--- config.mk ---
export PLATFORM = sky130hd
export DESIGN_NAME = mcsl_mixer
export DESIGN_NICKNAME = d
export VERILOG_FILES = /design/src/hw/rtl/mcsl_pkg.sv /design/src/hw/rtl/mcsl_mixer.sv
export SDC_FILE = /design/constraint.sdc
export NUM_CORES = 1
export LEC_CHECK = 0
export BUFFER_PORTS_ARGS = -buffer_cell sky130_fd_sc_hd__buf_2
export CORE_MARGIN = 2
export CORE_UTILIZATION = 60
export DETAILED_ROUTE_END_ITERATION = 8
export MAX_ROUTING_LAYER = met4
export PLACE_DENSITY = 0.82
export SLEW_MARGIN = 30
export SYNTH_ARGS = -nofsm -noshare
export SYNTH_HDL_FRONTEND = slang
export SYNTH_SLANG_ARGS = --single-unit
--- constraint.sdc ---
create_clock -name clk -period 9.15 [get_ports clk]
set_clock_uncertainty 0.05 [all_clocks]
set_input_delay 1.83 -clock clk [delete_from_list [all_inputs] [get_ports clk]]
set_output_delay 1.83 -clock clk [all_outputs]
set_load 0.01 [all_outputs]
--- src/hw/rtl/mcsl_pkg.sv ---
// ----------------------------------------------------------------------------
// mcsl_pkg: shared types and constants of the mecanum chassis speed loop
// Register indexes, reset values, stick bands, fixed-point scale factors and
// the control and configuration structs passed between the pipeline parts.
// ----------------------------------------------------------------------------
`default_nettype none

package mcsl_pkg;

	localparam int WheelCount = 4;

	// configuration port
	localparam int CfgIndexW = 3;
	localparam int CfgDataW  = 16;

	localparam logic [CfgIndexW-1:0] RegPropGain   = 3'd0;
	localparam logic [CfgIndexW-1:0] RegIntegGain  = 3'd1;
	localparam logic [CfgIndexW-1:0] RegDerivGain  = 3'd2;
	localparam logic [CfgIndexW-1:0] RegIntegLimit = 3'd3;
	localparam logic [CfgIndexW-1:0] RegSpinRate   = 3'd4;

	localparam logic [15:0] PropGainRst   = 16'd3840;
	localparam logic [15:0] IntegGainRst  = 16'd179;
	localparam logic [15:0] DerivGainRst  = 16'd768;
	localparam logic [14:0] IntegLimitRst = 15'd10000;
	localparam logic [11:0] SpinRateRst   = 12'd2040;

	// rotate switch codes
	localparam logic [1:0] SwSpinPos = 2'd1;
	localparam logic [1:0] SwSpinNeg = 2'd2;

	// stick bands and center
	localparam logic [10:0] StickCenter = 11'd1024;
	localparam logic [10:0] TurnLo      = 11'd364;
	localparam logic [10:0] TurnHi      = 11'd1684;
	localparam logic [10:0] StrafeLo    = 11'd364;
	localparam logic [10:0] StrafeHi    = 11'd1684;
	localparam logic [10:0] ForwardLo   = 11'd363;
	localparam logic [10:0] ForwardHi   = 11'd1685;

	// mag*2000/660 = mag*100/33, done as mag * (100*ceil(2^27/33)) >> 27,
	// exact for every offset inside the bands
	localparam int          StickShift = 27;
	localparam int          StickProdW = 38;
	localparam logic [28:0] StickScale = 29'd406720400;

	typedef logic signed [13:0] target_t;
	typedef logic signed [15:0] speed_t;

	// pipeline stage loads and the state update strobe
	typedef struct packed {
		logic en1;
		logic en2;
		logic en3;
		logic en4;
		logic en5;
		logic upd;
	} ctl_t;

	typedef struct packed {
		logic [15:0] prop_gain;
		logic [15:0] integ_gain;
		logic [15:0] deriv_gain;
		logic [14:0] integ_limit;
	} pid_cfg_t;

endpackage

`default_nettype wire

--- src/hw/rtl/mcsl_mixer.sv ---
// ----------------------------------------------------------------------------
// mcsl_mixer: stick scaling and mecanum mixing
// Stage 1 gates and scales the sticks, stage 2 forms the four wheel targets.
// ----------------------------------------------------------------------------
`default_nettype none

module mcsl_mixer (
	input  wire logic                 clk,
	input  wire mcsl_pkg::ctl_t       ctl,
	input  wire logic [11:0]          spin_rate,
	input  wire logic [10:0]          turn_stick,
	input  wire logic [10:0]          strafe_stick,
	input  wire logic [10:0]          forward_stick,
	input  wire logic [1:0]           rotate_switch,
	output mcsl_pkg::target_t         target [mcsl_pkg::WheelCount]
);

	localparam int QW = mcsl_pkg::StickProdW - mcsl_pkg::StickShift;

	logic                              str_neg, fwd_neg, str_ok, fwd_ok, turn_ok;
	logic [10:0]                       str_mag, fwd_mag;
	logic [mcsl_pkg::StickProdW-1:0]   str_prod, fwd_prod;
	logic signed [12:0]                spin;

	logic [mcsl_pkg::StickProdW-1:0]   str_prod_s1, fwd_prod_s1;
	logic                              str_neg_s1, fwd_neg_s1, str_ok_s1, fwd_ok_s1;
	logic signed [12:0]                spin_s1;

	logic [QW-1:0]                     str_q, fwd_q;
	logic signed [11:0]                str_val, fwd_val;
	logic signed [13:0]                str_x, fwd_x, spin_x;

	// offset from center, band check and scaled magnitude
	always_comb begin
		str_neg = strafe_stick < mcsl_pkg::StickCenter;
		fwd_neg = forward_stick < mcsl_pkg::StickCenter;
		str_mag = str_neg ? (mcsl_pkg::StickCenter - strafe_stick)
		                  : (strafe_stick - mcsl_pkg::StickCenter);
		fwd_mag = fwd_neg ? (mcsl_pkg::StickCenter - forward_stick)
		                  : (forward_stick - mcsl_pkg::StickCenter);
		str_ok  = (strafe_stick >= mcsl_pkg::StrafeLo) && (strafe_stick <= mcsl_pkg::StrafeHi);
		fwd_ok  = (forward_stick >= mcsl_pkg::ForwardLo)
		       && (forward_stick <= mcsl_pkg::ForwardHi);
		turn_ok = (turn_stick >= mcsl_pkg::TurnLo) && (turn_stick <= mcsl_pkg::TurnHi);
		str_prod = mcsl_pkg::StickProdW'(str_mag[9:0])
		         * mcsl_pkg::StickProdW'(mcsl_pkg::StickScale);
		fwd_prod = mcsl_pkg::StickProdW'(fwd_mag[9:0])
		         * mcsl_pkg::StickProdW'(mcsl_pkg::StickScale);
	end

	// spin from the switch, dropped when the turn stick is off band
	always_comb begin
		spin = '0;
		case (rotate_switch)
			mcsl_pkg::SwSpinPos: spin = $signed({1'b0, spin_rate});
			mcsl_pkg::SwSpinNeg: spin = -$signed({1'b0, spin_rate});
			default:             spin = '0;
		endcase
		if (!turn_ok)
			spin = '0;
	end

	// stage 1 registers
	always_ff @(posedge clk) begin
		if (ctl.en1) begin
			str_prod_s1 <= str_prod;
			fwd_prod_s1 <= fwd_prod;
			str_neg_s1  <= str_neg;
			fwd_neg_s1  <= fwd_neg;
			str_ok_s1   <= str_ok;
			fwd_ok_s1   <= fwd_ok;
			spin_s1     <= spin;
		end
	end

	// quotient, sign and gate
	always_comb begin
		str_q   = str_prod_s1[mcsl_pkg::StickProdW-1:mcsl_pkg::StickShift];
		fwd_q   = fwd_prod_s1[mcsl_pkg::StickProdW-1:mcsl_pkg::StickShift];
		str_val = str_neg_s1 ? -$signed({1'b0, str_q}) : $signed({1'b0, str_q});
		fwd_val = fwd_neg_s1 ? -$signed({1'b0, fwd_q}) : $signed({1'b0, fwd_q});
		if (!str_ok_s1)
			str_val = '0;
		if (!fwd_ok_s1)
			fwd_val = '0;
		str_x  = {{2{str_val[11]}}, str_val};
		fwd_x  = {{2{fwd_val[11]}}, fwd_val};
		spin_x = {spin_s1[12], spin_s1};
	end

	// stage 2: mecanum mix
	always_ff @(posedge clk) begin
		if (ctl.en2) begin
			target[0] <=  str_x + fwd_x + spin_x;
			target[1] <=  str_x - fwd_x + spin_x;
			target[2] <= -str_x + fwd_x + spin_x;
			target[3] <= -str_x - fwd_x + spin_x;
		end
	end

endmodule

`default_nettype wire

Word-level counts from Yosys, hierarchy flattened:

Index checks and enable logic that the tools add are counted.

* output and inout port bits: 56
* input bits: 54
* bits in registers: 141
* word-level logic and storage cells: 49

* $add $sub $neg: 16
* multiply operators: 2
* equality and inequality tests: 2
* $lt $le $gt $ge: 8
* reductions and logical operators: 3
* multiplexer cells: 7

Operators with widths (number)
* multiplier 10 x 25 -> 34 bit, second input constant: 2
* 2-to-1 mux 12 bit: 4
* >= comparator 11 x 9 -> 1 bit, second input constant: 3
* less-or-equal comparator 11 bit, second input constant: 3
* adder 13 x 13 -> 14 bit: 2
* adder 14 x 13 -> 14 bit: 2
* case mux 13 bit (2 select lines): 1
* negator 11 -> 12 bit: 2
* < comparator 11 bit, second input constant: 2
* 2-to-1 mux 10 bit: 2
* subtractor 1 x 10 -> 10 bit, first input constant: 2
* subtractor 10 x 1 -> 10 bit, second input constant: 2
* adder 14 x 12 -> 14 bit: 1
* negator 12 -> 14 bit: 1
* subtractor 14 x 12 -> 14 bit: 1
* adder 12 x 12 -> 13 bit: 1
* negator 12 -> 13 bit: 1
* subtractor 12 x 12 -> 13 bit: 1
* logical AND 1 bit: 3
* == test 2 x 1 -> 1 bit, second input constant: 1
* == test 2 bit, second input constant: 1

Longest topological paths before layout:

Gate-level depths: netlist (run 1).

* depth after elaboration: 6
* gate-level depth with buffers: 27
* gate-level depth less buffers: 26

Least setup slack after synthesis (run 1):

Ideal clock, no wire load.

* kind: input to register
* from: in forward_stick[0]
* to: reg fwd_prod_s1[37] (netlist name), data pin
* arrival: 7.380 ns
* data required time: 8.840 ns
* stages on the path: 22
* buffers on the path: 0
* setup time: 0.260 ns
* path slack: 1.460 ns
* path through: inv_1 ha_1 nand2b_1 nor3_1 a21oi_1 xnor2_1 inv_1 fa_1 inv_1 fa_1 fa_1 inv_1 ha_1 ha_1 ha_1 a21o_1 a2111oi_0 nor3b_1 o21bai_1 o21ai_0 o21ai_0 xnor2_1

* cells in the longest elaborated chain, start to end: 3
* elaborated cells between the ends (all ways): 5
* those cells by class: 2 x add/sub; 1 x mul; 1 x order compare; 1 x mux

Ends and longest elaborated chain
* start: declaration: RTL line mcsl_mixer.sv:13 `input wire logic [10:0] forward_stick,`
* subtractor 10 x 1 -> 10 bit, or another cell as far along: RTL line mcsl_mixer.sv:40 `: (forward_stick - mcsl_pkg::StickCenter);`
* 2-to-1 mux 10 bit *: RTL line mcsl_mixer.sv:39 `fwd_mag = fwd_neg ? (mcsl_pkg::StickCenter - forward_stick)`
* multiplier 10 x 25 -> 34 bit *: RTL line mcsl_mixer.sv:48 `* mcsl_pkg::StickProdW'(mcsl_pkg::StickScale);`
* named net fwd_prod (one bit): RTL line mcsl_mixer.sv:22 `logic [mcsl_pkg::StickProdW-1:0] str_prod, fwd_prod;`
* end signal: assignment: RTL line mcsl_mixer.sv:67 `fwd_prod_s1 <= fwd_prod;`
* end: declaration: RTL line mcsl_mixer.sv:25 `logic [mcsl_pkg::StickProdW-1:0] str_prod_s1, fwd_prod_s1;`

The timed path passes the listed nets; every way through them passes the cells marked *.
A chain may end at the register's enable or synchronous reset.

Final worst setup path (run 1):

Ends and elaborated chain as after synthesis.

==> metrics.md, run 1 <==
| Metric | Value |
|---|---|
| Outcome | completed |
| Dpl ws | 0.664 ns |
| HPWL after DPL | 22,900 µm |
| Largest net degree at the start of global routing | 54 |
| Arrival @ worst endpoint | 8.19 ns |
| Worst hold margin | 0.786 ns |
| Wire length per cell | 14.6 µm |
| Max-Slew Margin vs Limit | 40.4% |
| DP Area | 14,500 µm² |
| Max Cap Viol | 0 |
| F_max | 123 MHz |
| Setup WS post-layout | 0.998 ns |
| Mean Syn Cell Area | 9.57 µm² |
| First-pass GRT wire length | 46,500 µm |
| DR pass1 iterations | 5 |
| Starting Density | 60.6% |
| Fin. max-slew vios | 0 |
| Nets | 1,949 |
| All-layer global routing usage | 24.4% |
| Setup TNS | 0 ns |
| Mapped Nets | 1,839 |
| Final hold vios | 0 |
| Initial antenna violation count | 4 |
| Setup bufs post-CTS | 0 |
| Die area | 23,900 µm² |
| Vias per inst | 5.44 |
| Cells on worst reg2reg path | 17 |
| DRT Wirelength | 26,600 µm |
| Root cell of the clock tree | clkbuf_16 |
| Hold Path Cell Cnt | 3 |
| Initial DRC Count | 563 |
| Critical path class | input port to flip-flop |
| RSZ-0062 raised after global routing | false |
| Worst min-delay path class | flip-flop to flip-flop |
| Share of cells above drive strength 1 | 9.57% |
| Fraction of registers with async set or reset after synthesis | 0% |
| Post_cts resized | 0 |
| TritonCTS clock tree | yes |
| IO Count | 110 |
| CP Data Required Time | 9.19 ns |
| Top_reg_cell synth | edfxtp_1 |
| Number of global-route vias before repair | 10,254 |
| R2R Path End | target[12] |
| GRT overflow | 0 |
| Worst reg2reg path startpoint | str_prod_s1[27] |
| Cell count after synthesis | 1,421 |
| Area growth from synthesis to layout | 8.69% |
| Residual DRC | 0 |
| Max FO, Critical Path | 11 |
| Clk Latency, worst-skew pair | 0.34 ns |
| Gp weighted congestion | 0.905 |
| Input/output buffers | 105 |
| Fin crit period | 8.15 ns |
| Clk sink count | 92 |
| CP endpoint kind | flip-flop |
| Flops & latches, synth | 92 |
| Cell taking the most area after synthesis | ha_1 |
| Sequential area share after synthesis | 20.3% |
| Core Box Area | 22,400 µm² |
| Fin crit share | 89.1% |
| Clock transition at the registers of the reported paths | 0.06 ns |
| Distinct cells, synth | 72 |
| Hold worst-path end | target[28] |
| Post-synth EDFFs | 92 |
| Critical path launch point type | input port |
| Hold Startpoint | spin_s1[0] |
| Vias | 9,931 |
| TritonCTS Buffers | 9 |
| R2R Setup Slk | 4.30 ns |
| Clk buf depth | 2 |
| Post-route cell area | 14,800 µm² |
| Final setup viols | 0 |
| Htree depth | 3 |
| Top-count cell post-synth | inv_1 |
| Hold Buf Count CTS | 0 |
| Synth area leaders | ha_1 (21%), edfxtp_1 (20%), fa_1 (19%) |
| Synth Cell Area | 13,600 µm² |
| Antenna-violating nets left | 0 |
| Synth warnings | 0 |
| Synth top cells by count | inv_1 (323), ha_1 (232), fa_1 (132), edfxtp_1 (92), nor2_1 (88) |
| Die W | 155 µm |
| Cell Rows | 55 |
| Die height | 155 µm |
| Yosys top cell area share | 21.3% |
| Tightest Pin Transition | 0.892 ns |
## state kept, by name, summed over array words and instances (netlist names)
signal and cells:
spin_s1 13, fwd_prod_s1 11, str_prod_s1 11, target 53, fwd_ok_s1 1, str_neg_s1 1
fwd_neg_s1 1, str_ok_s1 1
## worst max-delay path, stage by stage
cell	delay [ns]
buf_2	0.19
or3_1	0.41
nor3_1	0.28
a31oi_1	0.16
xor2_1	0.50
inv_1	0.20
fa_1	0.70
inv_1	0.11
fa_1	0.54
fa_1	0.55
inv_1	0.04
ha_1	0.32
ha_1	0.31
ha_1	0.34
a21o_1	0.18
a2111oi_0	0.42
buf_4	0.20
nor3b_1	0.04
o21bai_1	0.25
o21ai_0	0.30
o21ai_0	0.16
xnor2_1	0.14
## stage by stage
| stage | std cells | util (%) |
|---|---|---|
| final | 1825 | 65.9 |
| after global routing | 1825 | 65.9 |
| after CTS | 1821 | 65.9 |
| after detailed placement | 1805 | 64.6 |
| after global placement | 1805 | 64.6 |
| after floorplan | 1421 | - |
## metal layers
layer  wire, µm  part of all wire, %  global-route usage [%]  vias up
li1           -                    -                       -     4930
met1      11600                   44                    29.7     4740
met2      13300                   50                    42.5      214
met3       1010                  3.8                    3.31       47
met4        740                  2.8                    7.45        0
met5          0                    0                       -        -
## layout make-up
| type | instances | area (µm²) |
|---|---|---|
| Clock inverter | 5 | 52.6 |
| Tap cell | 285 | 357 |
| Clock buffer | 11 | 233 |
| Timing Repair Buffer | 115 | 603 |
| Multi-Input combinational cell | 989 | 9550 |
| Fill cell | 1742 | 7650 |
| Antenna cell | 4 | 10.0 |
| Sequential cell | 92 | 2760 |
| Inverter | 324 | 1220 |
## layout by cell type, fill, tap and decap left out, types with 24 or more instances in the layout
| cell type | synthesis | final |
|---|---|---|
| fa_1 | 132 | 132 |
| xor2_1 | 40 | 40 |
| nand2_1 | 53 | 53 |
| edfxtp_1 | 92 | 92 |
| o21ai_0 | 40 | 40 |
| inv_1 | 323 | 323 |
| buf_2 | 1 | 104 |
| ha_1 | 232 | 232 |
| xnor2_1 | 81 | 81 |
| a21oi_1 | 52 | 52 |
| a21o_1 | 24 | 24 |
| nor3_1 | 26 | 26 |
| nor2_1 | 88 | 88 |
## how the worst max path moves through the flow
stage,startpoint,endpoint,slack [ns],cells past startpoint
after floorplan,forward_stick[0],fwd_prod_s1[37],1.46,22
after global placement,forward_stick[0],fwd_prod_s1[37],0.80,22
after detailed placement,forward_stick[0],fwd_prod_s1[37],0.66,22
after CTS,forward_stick[0],fwd_prod_s1[37],1.01,22
after global routing,forward_stick[0],fwd_prod_s1[36],0.49,22
final,forward_stick[0],fwd_prod_s1[37],1.0,22
## cells by family after synthesis
group / Yosys count / synth area share [%]
XOR/XNOR: 121 / 7.79
adder cells (fa/ha/maj): 366 / 40.9
AND/OR/NAND/NOR: 271 / 9.85
multiplexers: 4 / 0.331
flip-flops: 92 / 20.3
AO/OA/AOI/OAI: 227 / 11.3
buffers and inverters: 340 / 9.47
Power of run 1 is left out: the tool's default activity adds up to more than one toggle a clock period on the data nets, which glitch-free logic cannot reach.
==> run 2: changes to the inputs <==
--- a/config.mk
+++ b/config.mk
@@ -8,6 +8,7 @@
 export BUFFER_PORTS_ARGS = -buffer_cell sky130_fd_sc_hd__buf_2
 export CORE_MARGIN = 2
 export CORE_UTILIZATION = 60
+export CTS_BUF_LIST = sky130_fd_sc_hd__clkbuf_4 sky130_fd_sc_hd__clkbuf_8
 export DETAILED_ROUTE_END_ITERATION = 8
 export MAX_ROUTING_LAYER = met4
 export PLACE_DENSITY = 0.82
==> constraint.sdc (replaced) <==
create_clock -name clk -period 9.5 [get_ports clk]
set_clock_uncertainty 0.05 [all_clocks]
set_input_delay 1.9 -clock clk [delete_from_list [all_inputs] [get_ports clk]]
set_output_delay 1.9 -clock clk [all_outputs]
set_load 0.01 [all_outputs]
==> metrics.md, run 2 (synthesis results as in run 1) <==
| Metric | Value |
|---|---|
| Outcome | completed |
| Residual DRC | 0 (unchanged) |
| Vias per inst | 5.41 (-0.66%) |
| DP Area | 14,500 µm² (-0.21%) |
| Die height | 155 µm (unchanged) |
| Initial antenna violation count | 4 (unchanged) |
| Fin crit share | 90.3% |
| IO Count | 110 (unchanged) |
| First-pass GRT wire length | 46,300 µm (-0.33%) |
| All-layer global routing usage | 24.4% (about the same) |
| TritonCTS Buffers | 9 (unchanged) |
| Top Registers | target (53), spin_s1 (13) |
| Die W | 155 µm (unchanged) |
| Critical path class | input port to flip-flop |
| Max reg flops | 53 (unchanged) |
| DRT Wirelength | 26,800 µm (+0.54%) |
| Setup bufs post-CTS | 0 (unchanged) |
| Most frequent cells in the layout | inv_1 (323), ha_1 (232), fa_1 (132) |
| Nets | 1,945 (-0.21%) |
| Area growth from synthesis to layout | 7.96% |
| Clk buf depth | 2 (unchanged) |
| Post_cts resized | 0 (unchanged) |
| TritonCTS clock tree | yes |
| Gp weighted congestion | 0.897 (-0.94%) |
| Fin. max-slew vios | 0 (unchanged) |
| Most flop-heavy register | target |
| Largest net degree at the start of global routing | 54 (unchanged) |
| Number of global-route vias before repair | 10,132 (-1.2%) |
| Max FO, Critical Path | 11 (unchanged) |
| Htree depth | 3 (unchanged) |
| Critical path launch point type | input port |
| Setup TNS | 0 ns (unchanged) |
| RSZ-0062 raised after global routing | false |
| Commonest non-fill, non-tap cell in the layout | inv_1 |
| Clock transition at the registers of the reported paths | 0.09 ns (+0.03 ns) |
| Vias | 9,844 (-0.88%) |
| Clk sink count | 92 (unchanged) |
| Core Box Area | 22,400 µm² (unchanged) |
| Die area | 23,900 µm² (unchanged) |
| Starting Density | 60.6% (unchanged) |
| Initial DRC Count | 481 (-15%) |
| Wire length per cell | 14.7 µm (+0.76%) |
| Post-route cell area | 14,700 µm² (-0.68%) |
| Tightest Pin Transition | 0.936 ns (+0.0438 ns) |
| # fillers | 1,763 (+1.2%) |
| CP endpoint kind | flip-flop |
| DR pass1 iterations | 5 (unchanged) |
| Antenna-violating nets left | 0 (unchanged) |
| Max Cap Viol | 0 (unchanged) |
| CP Data Required Time | 9.57 ns (+0.38 ns) |
| Arrival @ worst endpoint | 8.64 ns (+0.45 ns) |
| Share of cells above drive strength 1 | 9.53% (-0.040 points) |
| HPWL after DPL | 23,200 µm (+1.3%) |
| Worst min-delay path class | flip-flop to flip-flop |
| Final hold vios | 0 (unchanged) |
| Root cell of the clock tree | clkbuf_8 |
| Hold Buf Count CTS | 0 (unchanged) |
| GRT overflow | 0 (unchanged) |
| Fin crit period | 8.57 ns |
| Final setup viols | 0 (unchanged) |
| Max-Slew Margin vs Limit | 37.5% (-2.9 points) |
| F_max | 117 MHz |
| Cell Rows | 55 (unchanged) |
| Clk Latency, worst-skew pair | 0.37 ns (+0.03 ns) |
| Input/output buffers | 105 (unchanged) |
==> run 2: changes by cell type in the layout (fill, tap and decap cells not counted), sizes merged <==
cell,change
bufinv,+1
buf,-4
clkinvlp,-1
==> run 2: worst paths after layout <==
| kind | slack, ns | from | endpoint | cells after the start |
|---|---|---|---|---|
| min | 0.79 | spin_s1[0] | target[28] | 3 |
| max | 0.93 | forward_stick[0] | fwd_prod_s1[37] | 23 |
| max reg2reg | 4.69 | str_prod_s1[27] | target[55] | 15 |
| min reg2reg | 0.79 | spin_s1[0] | target[28] | 3 |
==> run 2: final cells by class <==
class / count / area (µm²) / area share (%)
clock inverter: 5 / 76.3 / 0.520
tap: 285 / 357 / 2.43
antenna: 4 / 10.0 / 0.0682
inverter: 324 / 1220 / 8.28
sequential: 92 / 2760 / 18.8
multi-input combinational: 989 / 9550 / 65.0
clock buffer: 11 / 139 / 0.946
timing repair buffer: 111 / 573 / 3.90
==> run 2: routing by layer <==
layer,wire length (µm),global-route usage [%],vias up
met2,13700,43.8,203
li1,-,-,4918
met5,0,-,-
met1,11500,29.4,4686
met4,572,6.31,0
met3,935,2.75,37
==> run 2: through the flow <==
| step | setup slack (ns) | utilization, % | std cells | hold WS [ns] |
|---|---|---|---|---|
| after floorplan | 1.74 | - | 1421 | 0.755 |
| after global placement | 0.770 | 64.4 | 1801 | 0.778 |
| after detailed placement | 0.601 | 64.5 | 1801 | 0.797 |
| after CTS | 0.969 | 65.4 | 1817 | 0.799 |
| after global routing | 0.455 | 65.5 | 1821 | 0.838 |
| final | 0.926 | 65.5 | 1821 | 0.792 |
==> run 2: critical path, cell delays in order <==
cell and delay [ns]:
buf_2 0.19, inv_1 0.35, ha_1 0.24, nand2b_1 0.07, nor3_1 0.26, a21oi_1 0.14, xnor2_1 0.51, inv_1 0.22
fa_1 0.69, inv_1 0.10, fa_1 0.55, fa_1 0.55, inv_1 0.04, ha_1 0.32, ha_1 0.31, ha_1 0.35
a21o_1 0.19, a2111oi_0 0.65, nor3b_1 0.11, o21bai_1 0.27, o21ai_0 0.31, o21ai_0 0.16, xnor2_1 0.14
Power of run 2 is left out for the same reason.
